$ cat src/sv/kte_pkg.sv
// Shared types, constants and codes of the key and timer event generator.
package kte_pkg;

    localparam int QUEUE_DEPTH_DEF = 16;
    localparam int TIMER_COUNT_DEF = 2;
    localparam int KEY_COUNT_DEF   = 4;

    localparam int CODE_W     = 4;
    localparam int IDX_W      = 3;
    localparam int CFG_IDX_W  = 8;
    localparam int CFG_DATA_W = 16;
    localparam int DROP_W     = 4;
    localparam int LEVEL_W    = 5;

    localparam logic [7:0]  DEBOUNCE_RST = 8'd3;
    localparam logic [15:0] LONG_RST     = 16'd100;

    localparam logic [CODE_W-1:0] EV_LONG_BASE  = 4'd4;
    localparam logic [CODE_W-1:0] EV_TIMER_BASE = 4'd8;

    localparam logic [CFG_IDX_W-1:0] CFG_DEBOUNCE = 8'd0;
    localparam logic [CFG_IDX_W-1:0] CFG_LONG     = 8'd1;

    typedef enum logic [1:0] {
        OP_TICK,
        OP_START,
        OP_STOP,
        OP_POP
    } t_op;

    typedef enum logic [2:0] {
        ST_IDLE,
        ST_KEYS,
        ST_TIMERS,
        ST_CTRL,
        ST_POP,
        ST_POP_WAIT,
        ST_DONE
    } t_state;

    typedef struct packed {
        logic              vld;
        logic [CODE_W-1:0] code;
    } t_push;

    typedef struct packed {
        logic             is_timer;
        logic [IDX_W-1:0] idx;
        logic             now;
        logic             stable;
        logic [7:0]       chatter;
        logic [15:0]      hold;
        logic             enabled;
        logic             reload;
        logic [15:0]      elapsed;
        logic [15:0]      limit;
        logic [7:0]       debounce;
        logic [15:0]      long_press;
    } t_elem_in;

    typedef struct packed {
        logic        stable;
        logic [7:0]  chatter;
        logic [15:0] hold;
        logic        enabled;
        logic [15:0] elapsed;
        t_push       push;
    } t_elem_out;

endpackage

$ cat src/sv/kte_ram.sv
// Generic single-write, single-read RAM with registered read data.
module kte_ram #(
    parameter int WIDTH = 4,
    parameter int DEPTH = 16,
    localparam int AW   = (DEPTH > 1) ? $clog2(DEPTH) : 1
) (
    input  logic             i_clk,
    input  logic             i_we,
    input  logic [AW-1:0]    i_waddr,
    input  logic [WIDTH-1:0] i_wdata,
    input  logic             i_re,
    input  logic [AW-1:0]    i_raddr,
    output logic [WIDTH-1:0] o_rdata
);

    logic [WIDTH-1:0] r_mem [DEPTH];
    logic [WIDTH-1:0] r_rdata;

    always_ff @(posedge i_clk) begin
        if (i_we) begin
            r_mem[i_waddr] <= i_wdata;
        end
        if (i_re) begin
            r_rdata <= r_mem[i_raddr];
        end
    end

    assign o_rdata = r_rdata;

endmodule

$ cat src/sv/kte_elem_unit.sv
// Shared update unit: debounces one key or advances one timer per cycle.
module kte_elem_unit (
    input  kte_pkg::t_elem_in  i_elem,
    output kte_pkg::t_elem_out o_elem
);

    logic        lvl_diff;
    logic [7:0]  chatter_inc;
    logic        accept;
    logic [15:0] op_val;
    logic [15:0] op_ref;
    logic        inc_ok;
    logic [15:0] val_n;
    logic [16:0] diff;
    logic        eq;
    logic        ge;

    always_comb begin
        lvl_diff    = i_elem.now != i_elem.stable;
        chatter_inc = (i_elem.chatter != 8'hFF) ? i_elem.chatter + 8'd1 : i_elem.chatter;
        accept      = lvl_diff && (chatter_inc >= i_elem.debounce);

        op_val = i_elem.is_timer ? i_elem.elapsed : i_elem.hold;
        op_ref = i_elem.is_timer ? i_elem.limit : i_elem.long_press;
        inc_ok = i_elem.is_timer || (i_elem.hold <= i_elem.long_press);
        val_n  = (inc_ok && (op_val != 16'hFFFF)) ? op_val + 16'd1 : op_val;
        diff   = {1'b0, val_n} - {1'b0, op_ref};
        eq     = diff == 17'd0;
        ge     = !diff[16];

        o_elem.stable    = accept ? i_elem.now : i_elem.stable;
        o_elem.chatter   = lvl_diff ? chatter_inc : 8'd0;
        o_elem.hold      = i_elem.hold;
        o_elem.enabled   = i_elem.enabled;
        o_elem.elapsed   = i_elem.elapsed;
        o_elem.push.vld  = 1'b0;
        o_elem.push.code = '0;

        if (i_elem.is_timer) begin
            if (i_elem.enabled) begin
                if (ge) begin
                    o_elem.push.vld  = 1'b1;
                    o_elem.push.code = kte_pkg::EV_TIMER_BASE
                                     + kte_pkg::CODE_W'(i_elem.idx);
                    o_elem.elapsed   = 16'd0;
                    o_elem.enabled   = i_elem.reload;
                end else begin
                    o_elem.elapsed = val_n;
                end
            end
        end else if (accept) begin
            o_elem.push.vld  = !i_elem.now;
            o_elem.push.code = kte_pkg::CODE_W'(i_elem.idx);
        end else if (i_elem.stable) begin
            o_elem.hold      = val_n;
            o_elem.push.vld  = eq;
            o_elem.push.code = kte_pkg::EV_LONG_BASE + kte_pkg::CODE_W'(i_elem.idx);
        end else begin
            o_elem.hold = 16'd0;
        end
    end

endmodule

$ cat src/sv/kte_event_queue.sv
// Event FIFO: pointers, fill count, drop counter and the event store.
module kte_event_queue #(
    parameter int QUEUE_DEPTH = kte_pkg::QUEUE_DEPTH_DEF,
    localparam int CW         = $clog2(QUEUE_DEPTH + 1),
    localparam int PW         = $clog2(QUEUE_DEPTH)
) (
    input  logic                          i_clk,
    input  logic                          i_rst_n,
    input  kte_pkg::t_push                i_push,
    input  logic                          i_pop,
    input  logic                          i_clear_drops,
    output logic [CW-1:0]                 o_count,
    output logic                          o_empty,
    output logic [kte_pkg::DROP_W-1:0]    o_drops,
    output logic [kte_pkg::CODE_W-1:0]    o_rd_code
);

    logic [PW-1:0]              r_wptr;
    logic [PW-1:0]              n_wptr;
    logic [PW-1:0]              r_rptr;
    logic [PW-1:0]              n_rptr;
    logic [CW-1:0]              r_count;
    logic [CW-1:0]              n_count;
    logic [kte_pkg::DROP_W-1:0] r_drops;
    logic [kte_pkg::DROP_W-1:0] n_drops;
    logic                       full;
    logic                       wr;

    always_comb begin
        full   = r_count == CW'(QUEUE_DEPTH);
        wr     = i_push.vld && !full;
        n_wptr = r_wptr;
        n_rptr = r_rptr;
        if (wr) begin
            n_wptr = (r_wptr == PW'(QUEUE_DEPTH - 1)) ? '0 : r_wptr + PW'(1);
        end
        if (i_pop) begin
            n_rptr = (r_rptr == PW'(QUEUE_DEPTH - 1)) ? '0 : r_rptr + PW'(1);
        end
        unique case ({wr, i_pop})
            2'b10:   n_count = r_count + CW'(1);
            2'b01:   n_count = r_count - CW'(1);
            default: n_count = r_count;
        endcase
        if (i_clear_drops) begin
            n_drops = '0;
        end else if (i_push.vld && full) begin
            n_drops = r_drops + kte_pkg::DROP_W'(1);
        end else begin
            n_drops = r_drops;
        end
    end

    always_ff @(posedge i_clk) begin
        if (!i_rst_n) begin
            r_wptr  <= '0;
            r_rptr  <= '0;
            r_count <= '0;
            r_drops <= '0;
        end else begin
            r_wptr  <= n_wptr;
            r_rptr  <= n_rptr;
            r_count <= n_count;
            r_drops <= n_drops;
        end
    end

    kte_ram #(
        .WIDTH (kte_pkg::CODE_W),
        .DEPTH (QUEUE_DEPTH)
    ) u_store (
        .i_clk   (i_clk),
        .i_we    (wr),
        .i_waddr (r_wptr),
        .i_wdata (i_push.code),
        .i_re    (i_pop),
        .i_raddr (r_rptr),
        .o_rdata (o_rd_code)
    );

    assign o_count = r_count;
    assign o_empty = r_count == '0;
    assign o_drops = r_drops;

    a_count_bound: assert property (@(posedge i_clk) disable iff (!i_rst_n)
        r_count <= CW'(QUEUE_DEPTH))
        else $error("queue count beyond depth");

    a_drop_on_full: assert property (@(posedge i_clk) disable iff (!i_rst_n)
        i_push.vld && full && !i_clear_drops |=> r_drops == $past(r_drops) + 1'b1)
        else $error("full push not counted as drop");

    a_push_fills: assert property (@(posedge i_clk) disable iff (!i_rst_n)
        i_push.vld && !full && !i_pop |=> r_count == $past(r_count) + 1'b1)
        else $error("accepted push did not raise count");

endmodule

$ cat src/sv/key_and_timer_event_generator_unit.sv
// Top level: key debouncer and timer event generator with event FIFO.
// Tick: keys then timers visited one per cycle through one shared update unit;
//   result loaded from ST_DONE once the output register is free; no new item
//   is accepted until the sequencer is back in ST_IDLE.
// Start/stop: timer state written in ST_CTRL, result loaded from ST_DONE; one item at a time.
// Pop: the registered store read is taken in ST_POP_WAIT, which an empty queue skips.
// Reset (synchronous, active low): keys released, timers disabled, FIFO empty, config 3/100.
module key_and_timer_event_generator_unit #(
    parameter int QUEUE_DEPTH = kte_pkg::QUEUE_DEPTH_DEF,
    parameter int TIMER_COUNT = kte_pkg::TIMER_COUNT_DEF,
    parameter int KEY_COUNT   = kte_pkg::KEY_COUNT_DEF,
    localparam int CW         = $clog2(QUEUE_DEPTH + 1),
    localparam int KW         = (KEY_COUNT > 1) ? $clog2(KEY_COUNT) : 1,
    localparam int TW         = (TIMER_COUNT > 1) ? $clog2(TIMER_COUNT) : 1
) (
    input  logic                              i_clk,
    input  logic                              i_rst_n,
    input  logic                              s_axis_tvalid,
    output logic                              s_axis_tready,
    // key_levels[3:0], timer_index[6:4], timer_period[22:7], timer_cyclic[23]
    input  logic [23:0]                       s_axis_tdata,
    // op[1:0]
    input  logic [1:0]                        s_axis_tuser,
    output logic                              m_axis_tvalid,
    input  logic                              m_axis_tready,
    // event_code[3:0], queue_level[8:4], dropped[12:9], zero[15:13]
    output logic [15:0]                       m_axis_tdata,
    // event_valid[0]
    output logic                              m_axis_tuser,
    input  logic                              i_cfg_valid,
    output logic                              o_cfg_ready,
    input  logic [kte_pkg::CFG_IDX_W-1:0]     i_cfg_index,
    input  logic [kte_pkg::CFG_DATA_W-1:0]    i_cfg_data
);

    kte_pkg::t_state r_state;
    kte_pkg::t_state n_state;
    logic [kte_pkg::IDX_W-1:0] r_idx;
    logic [kte_pkg::IDX_W-1:0] n_idx;

    kte_pkg::t_op r_op;
    logic [3:0]   r_levels;
    logic [2:0]   r_tidx;
    logic [15:0]  r_period;
    logic         r_cyclic;

    logic [7:0]  r_debounce;
    logic [15:0] r_long;

    logic        r_key_stable [KEY_COUNT];
    logic [7:0]  r_chatter    [KEY_COUNT];
    logic [15:0] r_hold       [KEY_COUNT];
    logic        r_tmr_en     [TIMER_COUNT];
    logic        r_tmr_reload [TIMER_COUNT];
    logic [15:0] r_tmr_elapsed[TIMER_COUNT];
    logic [15:0] r_tmr_limit  [TIMER_COUNT];

    logic                       r_hit;
    logic [kte_pkg::CODE_W-1:0] r_code;
    logic                       r_m_valid;
    logic                       r_m_user;
    logic [15:0]                r_m_data;

    logic                       s_accept;
    logic                       key_we;
    logic                       tmr_we;
    logic                       ctrl_we;
    logic                       q_pop;
    logic                       clear_drops;
    logic                       load_out;
    logic                       tidx_ok;
    logic [KW-1:0]              kidx;
    logic [TW-1:0]              tsel;
    logic [TW-1:0]              csel;
    kte_pkg::t_elem_in          elem_in;
    kte_pkg::t_elem_out         elem_out;
    kte_pkg::t_push             q_push;
    logic [CW-1:0]              q_count;
    logic                       q_empty;
    logic [kte_pkg::DROP_W-1:0] q_drops;
    logic [kte_pkg::CODE_W-1:0] q_rd_code;

    assign s_accept    = s_axis_tvalid && s_axis_tready;
    assign o_cfg_ready = 1'b1;
    assign kidx        = r_idx[KW-1:0];
    assign tsel        = r_idx[TW-1:0];
    assign csel        = r_tidx[TW-1:0];
    assign tidx_ok     = {1'b0, r_tidx} < 4'(TIMER_COUNT);

    always_ff @(posedge i_clk) begin
        if (!i_rst_n) begin
            r_debounce <= kte_pkg::DEBOUNCE_RST;
            r_long     <= kte_pkg::LONG_RST;
        end else if (i_cfg_valid && o_cfg_ready) begin
            if (i_cfg_index == kte_pkg::CFG_DEBOUNCE) begin
                r_debounce <= i_cfg_data[7:0];
            end else if (i_cfg_index == kte_pkg::CFG_LONG) begin
                r_long <= i_cfg_data[15:0];
            end
        end
    end

    always_comb begin
        n_state     = r_state;
        n_idx       = r_idx;
        s_axis_tready = 1'b0;
        key_we      = 1'b0;
        tmr_we      = 1'b0;
        ctrl_we     = 1'b0;
        q_pop       = 1'b0;
        clear_drops = 1'b0;
        load_out    = 1'b0;
        unique case (r_state)
            kte_pkg::ST_IDLE: begin
                s_axis_tready = 1'b1;
                if (s_axis_tvalid) begin
                    clear_drops = 1'b1;
                    n_idx       = '0;
                    unique case (kte_pkg::t_op'(s_axis_tuser))
                        kte_pkg::OP_TICK:  n_state = kte_pkg::ST_KEYS;
                        kte_pkg::OP_START: n_state = kte_pkg::ST_CTRL;
                        kte_pkg::OP_STOP:  n_state = kte_pkg::ST_CTRL;
                        kte_pkg::OP_POP:   n_state = kte_pkg::ST_POP;
                        default:           n_state = kte_pkg::ST_IDLE;
                    endcase
                end
            end
            kte_pkg::ST_KEYS: begin
                key_we = 1'b1;
                if (r_idx == kte_pkg::IDX_W'(KEY_COUNT - 1)) begin
                    n_idx   = '0;
                    n_state = kte_pkg::ST_TIMERS;
                end else begin
                    n_idx = r_idx + kte_pkg::IDX_W'(1);
                end
            end
            kte_pkg::ST_TIMERS: begin
                tmr_we = 1'b1;
                if (r_idx == kte_pkg::IDX_W'(TIMER_COUNT - 1)) begin
                    n_idx   = '0;
                    n_state = kte_pkg::ST_DONE;
                end else begin
                    n_idx = r_idx + kte_pkg::IDX_W'(1);
                end
            end
            kte_pkg::ST_CTRL: begin
                ctrl_we = 1'b1;
                n_state = kte_pkg::ST_DONE;
            end
            kte_pkg::ST_POP: begin
                if (!q_empty) begin
                    q_pop   = 1'b1;
                    n_state = kte_pkg::ST_POP_WAIT;
                end else begin
                    n_state = kte_pkg::ST_DONE;
                end
            end
            kte_pkg::ST_POP_WAIT: begin
                n_state = kte_pkg::ST_DONE;
            end
            kte_pkg::ST_DONE: begin
                if (!r_m_valid || m_axis_tready) begin
                    load_out = 1'b1;
                    n_state  = kte_pkg::ST_IDLE;
                end
            end
            default: begin
                n_state = kte_pkg::ST_IDLE;
            end
        endcase
    end

    always_ff @(posedge i_clk) begin
        if (!i_rst_n) begin
            r_state <= kte_pkg::ST_IDLE;
            r_idx   <= '0;
        end else begin
            r_state <= n_state;
            r_idx   <= n_idx;
        end
    end

    always_ff @(posedge i_clk) begin
        if (s_accept) begin
            r_op     <= kte_pkg::t_op'(s_axis_tuser);
            r_levels <= s_axis_tdata[3:0];
            r_tidx   <= s_axis_tdata[6:4];
            r_period <= s_axis_tdata[22:7];
            r_cyclic <= s_axis_tdata[23];
        end
    end

    always_comb begin
        elem_in.is_timer   = r_state == kte_pkg::ST_TIMERS;
        elem_in.idx        = r_idx;
        elem_in.now        = !r_levels[kidx];
        elem_in.stable     = r_key_stable[kidx];
        elem_in.chatter    = r_chatter[kidx];
        elem_in.hold       = r_hold[kidx];
        elem_in.enabled    = r_tmr_en[tsel];
        elem_in.reload     = r_tmr_reload[tsel];
        elem_in.elapsed    = r_tmr_elapsed[tsel];
        elem_in.limit      = r_tmr_limit[tsel];
        elem_in.debounce   = r_debounce;
        elem_in.long_press = r_long;
    end

    kte_elem_unit u_elem (
        .i_elem (elem_in),
        .o_elem (elem_out)
    );

    always_ff @(posedge i_clk) begin
        if (!i_rst_n) begin
            for (int k = 0; k < KEY_COUNT; k++) begin
                r_key_stable[k] <= 1'b0;
                r_chatter[k]    <= 8'd0;
                r_hold[k]       <= 16'd0;
            end
            for (int t = 0; t < TIMER_COUNT; t++) begin
                r_tmr_en[t]      <= 1'b0;
                r_tmr_reload[t]  <= 1'b0;
                r_tmr_elapsed[t] <= 16'd0;
                r_tmr_limit[t]   <= 16'd0;
            end
        end else begin
            if (key_we) begin
                r_key_stable[kidx] <= elem_out.stable;
                r_chatter[kidx]    <= elem_out.chatter;
                r_hold[kidx]       <= elem_out.hold;
            end
            if (tmr_we) begin
                r_tmr_en[tsel]      <= elem_out.enabled;
                r_tmr_elapsed[tsel] <= elem_out.elapsed;
            end
            if (ctrl_we && tidx_ok) begin
                if (r_op == kte_pkg::OP_START) begin
                    r_tmr_en[csel]      <= 1'b1;
                    r_tmr_elapsed[csel] <= 16'd0;
                    r_tmr_limit[csel]   <= r_period;
                    r_tmr_reload[csel]  <= r_cyclic;
                end else if (r_op == kte_pkg::OP_STOP) begin
                    r_tmr_en[csel] <= 1'b0;
                end
            end
        end
    end

    always_comb begin
        q_push.vld  = (key_we || tmr_we) && elem_out.push.vld;
        q_push.code = elem_out.push.code;
    end

    kte_event_queue #(
        .QUEUE_DEPTH (QUEUE_DEPTH)
    ) u_queue (
        .i_clk         (i_clk),
        .i_rst_n       (i_rst_n),
        .i_push        (q_push),
        .i_pop         (q_pop),
        .i_clear_drops (clear_drops),
        .o_count       (q_count),
        .o_empty       (q_empty),
        .o_drops       (q_drops),
        .o_rd_code     (q_rd_code)
    );

    always_ff @(posedge i_clk) begin
        if (!i_rst_n) begin
            r_hit <= 1'b0;
        end else if (s_accept) begin
            r_hit <= 1'b0;
        end else if (r_state == kte_pkg::ST_POP_WAIT) begin
            r_hit <= 1'b1;
        end
    end

    always_ff @(posedge i_clk) begin
        if (s_accept) begin
            r_code <= '0;
        end else if (r_state == kte_pkg::ST_POP_WAIT) begin
            r_code <= q_rd_code;
        end
    end

    always_ff @(posedge i_clk) begin
        if (!i_rst_n) begin
            r_m_valid <= 1'b0;
        end else if (load_out) begin
            r_m_valid <= 1'b1;
        end else if (m_axis_tready) begin
            r_m_valid <= 1'b0;
        end
    end

    always_ff @(posedge i_clk) begin
        if (load_out) begin
            r_m_user <= r_hit;
            r_m_data <= {3'b000, q_drops, kte_pkg::LEVEL_W'(q_count), r_code};
        end
    end

    assign m_axis_tvalid = r_m_valid;
    assign m_axis_tuser  = r_m_user;
    assign m_axis_tdata  = r_m_data;

    a_accept_busy: assert property (@(posedge i_clk) disable iff (!i_rst_n)
        s_accept |=> r_state != kte_pkg::ST_IDLE)
        else $error("sequencer stayed idle after accept");

    a_result_from_done: assert property (@(posedge i_clk) disable iff (!i_rst_n)
        $rose(m_axis_tvalid) |-> $past(r_state == kte_pkg::ST_DONE))
        else $error("result raised outside completion");

    a_pop_nonempty: assert property (@(posedge i_clk) disable iff (!i_rst_n)
        r_state == kte_pkg::ST_POP_WAIT |-> $past(!q_empty))
        else $error("store read issued on empty queue");

endmodule

$ cat config.mk
export PLATFORM = sky130hd
export DESIGN_NAME = key_and_timer_event_generator_unit
export DESIGN_NICKNAME = d
export VERILOG_FILES = /design/src/sv/kte_pkg.sv /design/src/sv/kte_ram.sv /design/src/sv/kte_elem_unit.sv /design/src/sv/kte_event_queue.sv /design/src/sv/key_and_timer_event_generator_unit.sv
export SDC_FILE = /design/constraint.sdc
export NUM_CORES = 1
export LEC_CHECK = 0
export BUFFER_PORTS_ARGS = -buffer_cell sky130_fd_sc_hd__buf_4
export CORE_ASPECT_RATIO = 0.7
export CORE_MARGIN = 2
export CORE_UTILIZATION = 50
export CTS_CLUSTER_SIZE = 25
export DETAILED_ROUTE_END_ITERATION = 8
export HOLD_SLACK_MARGIN = 0.08
export PLACE_DENSITY = 0.75
export SYNTH_ARGS = -nofsm -noshare
export SYNTH_HDL_FRONTEND = slang
export SYNTH_SLANG_ARGS = --single-unit
$ cat constraint.sdc
create_clock -name i_clk -period 8.6 [get_ports i_clk]
set_input_delay 1.29 -clock i_clk [delete_from_list [all_inputs] [get_ports i_clk]]
set_output_delay 1.29 -clock i_clk [all_outputs]
set_load 0.02 [all_outputs]
==> impl_metrics.csv <==
group,metric,value,unit
global_route,grt_pass1_vias,11408,
die,ios,75,
detailed_routing,antenna_left,0,
clock_network,cts_sinks,332,
logic_synthesis,synth_top_area_share,47.3,%
logic_synthesis,seq_area_frac_synth,54.7,%
clock_network,hold_buffers,0,
timing,final.setup_skew,25.4,ps
timing,worstMarginPinSlew,1300,ps
global_route,grt_pass1_wl,68800,microns
finish,instances_no_fill,1989,
timing,slew_headroom,13.0,%
detailed_routing,dr_total_vias,12300,
worst_setup_path,crit_fanout,19,
logic_synthesis,synth_flop_cell,"edfxtp_1",
finish,drive_above_1_share,14.5,%
die,die_width,225,microns
timing,max_freq,0.127,GHz
placed_design,dp.cells,1926,
placed_design,portBuffers,70,
timing,period_share,91.8,%
finish,antenna_cells,0,
global_route,track_usage,25.6,%
die,die_area,0.0357,sq mm
worst_setup_path,crit_path_start_kind,"register",
timing,setup_violations,0,
clock_network,cts_repair_resize_count,0,
logic_synthesis,syn_area_per_cell,11.6,sq um
logic_synthesis,yosys_register_bits,332,
timing,finalSetupTns,0,ps
worst_setup_path,criticalPathCategory,"reg2reg",
logic_synthesis,synth_area_leaders,"edfxtp_1 47%, dfxtp_1 7.4%, mux4_2 5.8%",
die,core-area,0.0336,sq mm
power,cellLeakagePower,6.93,nW
die,start_util,50.8,%
logic_synthesis,netlist_area,0.0171,sq mm
outcome,outcome,"completed",
finish,utilization,56.9,%
detailed_routing,firstDrtPassIters,6,
worst_setup_path,worst-endpoint-arrival,8350,ps
run,maxCapViolCount,0,
detailed_routing,wl,45400,microns
worst_setup_path,crit_slowest_cell,"a2111oi_0",
logic_synthesis,async_flop_share,0,%
die,die_h,159,microns
timing,hold_violations,0,
power,peakVddDrop,0.141,mV
die,rows,56,
finish,nets,1642,
placed_design,dp.final_hpwl,32300,microns
clock_network,clockBufferDepth,3,
clock_network,cts_root_buf,"clkbuf_16",
worst_setup_path,crit_top_cell,"ha_1",
timing,rsz0062_at_grt,"no",
detailed_routing,first_iter_violations,1392,
worst_setup_path,crit_path_max_incr_delay,820,ps
worst_setup_path,ff2ff_path_depth,27,
placed_design,place_congestion,0.957,
clock_network,clkTransAtPathRegs,60,ps
global_route,grt_overflow_total,0,
logic_synthesis,synth-edff-count,269,
clock_network,htreeDepth,2,
clock_network,cts_tree,"yes",
global_route,antenna_found_initial,0,
timing,period_needed,7890,ps
worst_setup_path,critPathCaptureType,"register",
placed_design,place_area,0.0180,sq mm
clock_network,clk_latency,540,ps
logic_synthesis,synth_cell_type_count,77,
worst_hold_path,min_path_type,"reg2reg",
clock_network,postCtsSetupBuffers,0,
logic_synthesis,yosys_warnings,0,
finish,syn2layout_area_growth,11.8,%
logic_synthesis,netlist_instances,1475,
detailed_routing,routedWlPerCell,22.8,microns
worst_setup_path,worstPathRequired,9060,ps
global_route,grt_max_degree,72,
detailed_routing,vias_per_cell,6.18,
timing,finalMaxSlewViolations,0,
detailed_routing,drc,0,
worst_hold_path,whs_path_depth,0,
logic_synthesis,yosys.area.top_type,"edfxtp_1",
clock_network,cts_inserted_buffers,35,
power,power.total,5.54,mW
finish,fin_area,0.0191,sq mm
power,power_density,290,mW/mm^2
path summary, 6_finish.rpt:
check	from	end	slack [ps]
worst max-delay path	register	u_queue.o_count[4]	710
worst min-delay path	r_hit	m_axis_tuser	450
worst max register to register	register	u_queue.o_count[4]	710
worst min register to register	r_hit	m_axis_tuser	450
cell type report:
cell class	instances	area, sq um
clock buffers	44	941
clock inverters	19	164
fillers	2782	14500
inverters	62	233
multi-input cells	1002	7150
flip-flops and latches	332	9340
well taps	435	544
repair buffers	95	713
sequential cells by signal, summed over array words and instances (netlist names), 4 cells and up, named ones only:
register	flops
r_chatter	32
u_queue.o_drops	4
r_code	4
r_debounce	8
r_tmr_limit	32
u_queue.r_wptr	4
m_axis_tdata	13
r_key_stable	4
r_levels	4
r_long	16
r_period	16
r_hold	64
u_queue.u_store.o_rdata	4
r_tmr_elapsed	32
u_queue.u_store.r_mem	64
u_queue.r_rptr	4
u_queue.o_count	5
cell usage in the layout, fill, tap and decap left out, types with 16 or more instances in the layout:
cell / count
edfxtp_1: 269
nor2_1: 154
nand2_1: 109
buf_4: 95
a21oi_1: 75
mux2i_1: 74
inv_1: 61
dfxtp_1: 61
ha_1: 58
o21ai_0: 52
nand3_1: 50
mux4_2: 44
and2_1: 39
clkbuf_16: 36
nor2b_1: 31
nor3_1: 27
and3_1: 26
nand2b_1: 20
xnor2_1: 20
o22ai_1: 19
xor2_1: 16
where the power goes:
group,switching (mW),leakage [nW],internal [mW],total [mW]
logic,1.33,3.24,0.740,2.07
clock network,0.641,0.551,0.842,1.48
registers,0.107,3.14,1.87,1.98
Yosys cell counts, drive strengths merged (4+ instances only):
| master | number |
|---|---|
| edfxtp | 269 |
| nor2 | 154 |
| nand2 | 109 |
| a21oi | 75 |
| mux2i | 74 |
| dfxtp | 63 |
| inv | 62 |
| ha | 58 |
| clkbuf | 57 |
| o21ai | 53 |
| nand3 | 51 |
| mux4 | 44 |
| and2 | 39 |
| nor2b | 31 |
| nor3 | 27 |
| and3 | 26 |
| buf | 24 |
| nand2b | 20 |
| xnor2 | 20 |
| o22ai | 19 |
| xor2 | 16 |
| nand4 | 15 |
| a31oi | 11 |
| nor4 | 11 |
| o21a | 11 |
| a211oi | 10 |
| a21o | 10 |
| a21boi | 8 |
| o211ai | 8 |
| o31ai | 8 |
| or3 | 8 |
| and4 | 7 |
| mux2 | 7 |
| or4 | 7 |
| or2 | 6 |
| o211a | 5 |
| a311oi | 4 |
| nand3b | 4 |
| o2111ai | 4 |
| o32ai | 4 |
through the flow:
step	setup WS [ps]	hold slack, ps
finish	706	445
global route	48.3	468
CTS	846	451
detailed placement	910	437
global placement	1030	426
floorplan	1460	406
worst max-delay path: cells and delay by family (launching register included):
kind,cells,cell delay [ps]
AO/OA/AOI/OAI,10,2800
AND/OR/NAND/NOR,7,1490
adder cells (fa/ha/maj),4,1200
flip-flops,1,760
multiplexers,1,710
XOR/XNOR,3,580
buffers and inverters,2,280
per-layer routing:
metal	global-route usage [%]	routed length [microns]
met4	5.74	755
met2	35.4	18600
met3	5.15	4370
met1	41.0	21600
met5	0	0
kinds of logic after synthesis:
| logic type | synth area share [%] |
|---|---|
| AOI/OAI and AO/OA | 9.64 |
| adders and majority gates | 4.37 |
| and+or+nand+nor | 15.2 |
| muxes | 10.6 |
| xor gates and xnor gates | 1.85 |
| DFF | 54.7 |
| buffers and inverters | 3.52 |
| other | 0.0440 |
No activity file was read; power rests on OpenSTA's default activity.
